===== src/ikc_pkg.sv =====
`timescale 1ns / 1ps
package ikc_pkg;

    // Default geometry limits
    localparam int DEF_MAX_WIDTH      = 2048;
    localparam int DEF_MAX_KERNEL     = 7;
    localparam int DEF_CHANNELS       = 3;
    localparam int DEF_COEF_FRAC_BITS = 12;

    // Fixed field widths
    localparam int PIX_W     = 16;
    localparam int COEF_W    = 16;
    localparam int RES_W     = 32;
    localparam int IO_CH     = 3;
    localparam int DIM_W     = 12;
    localparam int KDIM_W    = 3;
    localparam int CHN_W     = 2;
    localparam int CMD_W     = 2;
    localparam int CIDX_W    = 6;
    localparam int CFG_IDX_W = 3;
    localparam int CFG_DAT_W = 12;
    localparam int MAX_ROWS  = 4095;

    // Configuration register indexes
    localparam logic [CFG_IDX_W-1:0] REG_IMAGE_WIDTH   = 3'd0;
    localparam logic [CFG_IDX_W-1:0] REG_IMAGE_HEIGHT  = 3'd1;
    localparam logic [CFG_IDX_W-1:0] REG_KERNEL_WIDTH  = 3'd2;
    localparam logic [CFG_IDX_W-1:0] REG_KERNEL_HEIGHT = 3'd3;
    localparam logic [CFG_IDX_W-1:0] REG_CHANNELS_USED = 3'd4;

    // Input commands
    typedef enum logic [CMD_W-1:0] {
        CMD_COEF  = 2'd0,
        CMD_PIXEL = 2'd1,
        CMD_FLUSH = 2'd2
    } t_cmd;

    // Control from the sequencer to the MAC datapath
    typedef struct packed {
        logic clr;
        logic valid;
    } t_mac_ctrl;

    typedef logic signed [RES_W-1:0] t_res;

endpackage


===== src/ikc_coef_mem.sv =====
`timescale 1ns / 1ps
module ikc_coef_mem import ikc_pkg::*; #(
    parameter int DEPTH = 49,
    parameter int AW    = 6
) (
    input  logic                     i_clk,
    input  logic                     i_rst_n,
    input  logic                     i_we,
    input  logic [AW-1:0]            i_waddr,
    input  logic signed [COEF_W-1:0] i_wdata,
    input  logic [AW-1:0]            i_raddr,
    output logic signed [COEF_W-1:0] o_rdata
);

    logic signed [COEF_W-1:0] r_mem [DEPTH];
    logic [DEPTH-1:0]         r_vld;
    logic signed [COEF_W-1:0] r_rdata;
    logic                     r_rvld;

    // Write coefficient storage
    always_ff @(posedge i_clk) begin
        if (i_we) begin
            r_mem[i_waddr] <= i_wdata;
        end
        r_rdata <= r_mem[i_raddr];
    end

    // Track written entries; unwritten entries read as zero
    always_ff @(posedge i_clk) begin
        if (!i_rst_n) begin
            r_vld  <= '0;
            r_rvld <= 1'b0;
        end else begin
            if (i_we) begin
                r_vld[i_waddr] <= 1'b1;
            end
            r_rvld <= r_vld[i_raddr];
        end
    end

    assign o_rdata = r_rvld ? r_rdata : '0;

endmodule


===== config.mk =====
export PLATFORM = sky130hd
export DESIGN_NAME = ikc_coef_mem
export DESIGN_NICKNAME = d
export VERILOG_FILES = /design/src/ikc_pkg.sv /design/src/ikc_coef_mem.sv
export SDC_FILE = /design/constraint.sdc
export NUM_CORES = 1
export LEC_CHECK = 0
export ABC_AREA = 1
export BUFFER_PORTS_ARGS = -buffer_cell sky130_fd_sc_hd__buf_2
export CORE_ASPECT_RATIO = 0.9
export CORE_UTILIZATION = 52
export DETAILED_ROUTE_END_ITERATION = 8
export PLACE_DENSITY = 0.68
export SLEW_MARGIN = 20
export SYNTH_ARGS = -nofsm -noshare
export SYNTH_HDL_FRONTEND = slang
export SYNTH_SLANG_ARGS = --single-unit

===== constraint.sdc =====
create_clock -name i_clk -period 2.45 [get_ports i_clk]
set_input_delay 0.245 -clock i_clk [delete_from_list [all_inputs] [get_ports i_clk]]
set_output_delay 0.245 -clock i_clk [all_outputs]
set_load 0.05 [all_outputs]

==> impl_metrics.csv <==
group,metric,value,unit
critical_path,crit_family,"flip-flops",
critical_path,path_cells,"nand2_1, inv_1, buf_2",
cts,cts-root-buf,"clkbuf_16",
floorplan,dieHeight,245,um
yosys,yosysSeqAreaShare,72.8,%
finish,nets,3158,
detailed_routing,viasPerCell,5.82,
sta,slew_headroom,27.0,%
finish,drive_gt1_share,9.55,%
yosys,synth_top_area_cell,"edfxtp_1",
yosys,ys_ff_latch,850,
cts,cts_made_buffers,84,
sta,finalHoldViolCount,0,
pwr,pwr-share-comb,6.6,%
sta,fin_crit,2.25,ns
yosys,synth_nets,3077,
pwr,switchingPower,6810,uW
critical_path,path_max_fanout,16,
sta,fmax,444,MHz
cts,htreeDepth,3,
sta,timing.final.crit_share,91.9,%
yosys,syn_avg_cell_area,11.2,um^2
critical_path,required,2.20,ns
sta,slew_viol_final,0,
cts,clk-insertion-delay-late,0.64,ns
detailed_routing,wl_per_cell,23.0,um
global_route,antenna_found_initial,4,
sta,rsz0062_at_grt,"no",
pwr,p_sw_share,22.3,%
yosys,synth_top_area_share,68.9,%
placement,hpwl,54200,um
finish,syn_to_final_growth,13.0,%
finish,diodes,0,
detailed_routing,ant_nets,0,
yosys,synth_cells,3046,
floorplan,initial_core_util,53.0,%
detailed_routing,drc,0,
floorplan,coreArea,0.0645,mm^2
sta,tns,0,ns
yosys,synth_cell_types,22,
global_route,track_usage,28.1,%
yosys,ys.flop_type,"edfxtp_1",
sta,worst_slew_pin_slew,1.10,ns
critical_path,worstSetupStartpointType,"flop",
yosys,synth_warnings,0,
cts,clockBufferDepth,3,
floorplan,dieArea,0.0667,mm^2
critical_path,critPathKind,"flop to output pin",
yosys,synthTopCellsByArea,"edfxtp_1 (69%), nand2_1 (9.0%), nand3_1 (7.4%)",
placement,dpl_cell_area,0.0359,mm^2
global_route,grt_pass1_vias,22200,
detailed_routing,drtIter0Drc,3405,
finish,fin_util,59.9,%
critical_path,end_kind,"output pin",
floorplan,rows,88,
global_route,grt_max_degree,76,
floorplan,die_width,272,um
pwr,seqPwrFrac,52.4,%
global_route,grt_pass1_wl,139000,um
placement,gp_congestion,0.896,
pwr,power.leakage,0.0141,uW
detailed_routing,num_vias,23500,
pwr,peakVddDrop,0.544,mV
run,drv_cap,0,
sta,finalClockSkew,0.0254,ns
outcome,status,"completed",
detailed_routing,drtPass1Iterations,6,
pwr,p_int,23700,uW
finish,finalInstanceArea,0.0386,mm^2
pwr,powerDensity,791,mW/mm^2
placement,io_buffers,46,
critical_path,crit_slowest_cell,"dfxtp_2",
cts,cts.sinks,850,
global_route,grt_overflow_total,0,
yosys,syn_area,0.0342,mm^2
yosys,async_flop_share,0,%
hold_path,hp-class,"primary input to flop",
critical_path,cp_num_buf_inv,2,
cts,cts_tree,"built",
yosys,synth_commonest_cells,"nand2_1 (815), edfxtp_1 (784), nand3_1 (507)",
cts,cts_setup_buffers,0,
critical_path,critPathMaxStageDelay,0.62,ns
floorplan,ioPinCount,47,
cts,path_clk_slew,0.06,ns
sta,setup_viol,0,
yosys,yosysMostFrequentCell,"nand2_1",
detailed_routing,routed_wl,93200,um
yosys,synth_edf_count,784,
pwr,clockPowerShare,41.0,%
critical_path,arrival,2.01,ns
==> cells in the final DEF, fill, tap and decap left out, drive strengths merged <==
master       synthesis  layout
nand2              815     815
edfxtp             784     784
nand3              507     507
nor2               410     410
buf                109     176
o21ai              142     142
clkbuf              74     128
inv                 84      86
dfxtp               66      66
clkinv               4      19
o22ai               16      16
nor3                15      15
a21oi                9       9
o211ai               6       6
bufinv               0       4
clkinvlp             0       3
o31ai                2       2
a21o                 2       2
dlygate4sd3          0       2
nand4                1       1
==> metrics by stage <==
stage	hold WS, ns	setup WS (ns)	total power, uW	instances
5_1_grt	0.0869	0.179	31400	4048
3_3_place_gp	0.445	0.341	18200	3894
2_1_floorplan	0.344	0.306	17400	3046
6_report	0.0948	0.197	30500	4048
3_5_place_dp	0.459	0.321	18300	3894
4_1_cts	0.0618	0.214	30600	4048
==> area by class of cell <==
cell class,instances,area [um^2]
inverter,88,345
tap,855,1070
clock inverter,24,228
clock buffer,128,2430
fill,5128,25900
sequential,850,24900
timing repair buffer,178,1520
multi-input combinational,1925,8170
==> per-layer routing <==
metal  track usage, %  vias to the layer above  routed length (um)
met5                0                        -                   8
met2             42.7                     1335               41900
met4             10.6                        2                3700
met1             40.4                    11300               37900
li1                 -                    10700                   -
met3             5.32                      210                9680
==> power by group through the flow <==
| stage | clock network, uW | registers, uW | logic (uW) |
|---|---|---|---|
| 3_5_place_dp | 0 | 16300 | 1980 |
| 4_1_cts | 12600 | 16000 | 1990 |
| 3_3_place_gp | 0 | 16300 | 1940 |
| 6_report | 12500 | 16000 | 2020 |
| 2_1_floorplan | 0 | 16300 | 1080 |
| 5_1_grt | 13200 | 16000 | 2180 |
==> worst register-to-register path, cell delays in order (launching register included) <==
cell and delay, ns:
edfxtp_1 0.35, nand2_1 0.07, nand3_1 0.09, nand3_1 0.11
nand2_1 0.07, a21oi_1 0.34, o21ai_0 0.22, buf_4 0.19
nand2_1 0.06, nand2_1 0.05
==> state kept, by name, summed over array words and instances, names as in the netlist <==
signal,flops
r_vld,49
r_rvld,1
r_rdata,16
r_mem,784
==> kinds of logic (layout without fill, tap and decap cells) <==
kind of cell / Yosys count / after routing / synth area share (%)
compound gates: 177 / 177 / 2.72
flops: 850 / 850 / 72.8
simple gates: 1748 / 1748 / 21.1
buf+inv: 271 / 418 / 3.39
==> path summary, 6_finish.rpt <==
check,from,endpoint,slack (ns),cells past startpoint
worst min register to register,r_vld[17]$_SDFFE_PN0P_,r_vld[17]$_SDFFE_PN0P_,0.47,2
worst max-delay path,r_rvld$_SDFF_PN0_,o_rdata[7],0.20,3
worst max register to register,r_mem[19][13]$_DFFE_PP_,r_rdata[13]$_DFF_P_,0.80,9
worst min-delay path,i_wdata[7],r_mem[1][7]$_DFFE_PP_,0.09,1
==> timing repair <==
item	4_1_cts	5_1_grt
hold endpoints to repair	10	0
resized for setup	1	0
hold buffers	2	0
endpoints found under the setup margin	7	0
Note: power is estimated with default switching activity, not from simulation.
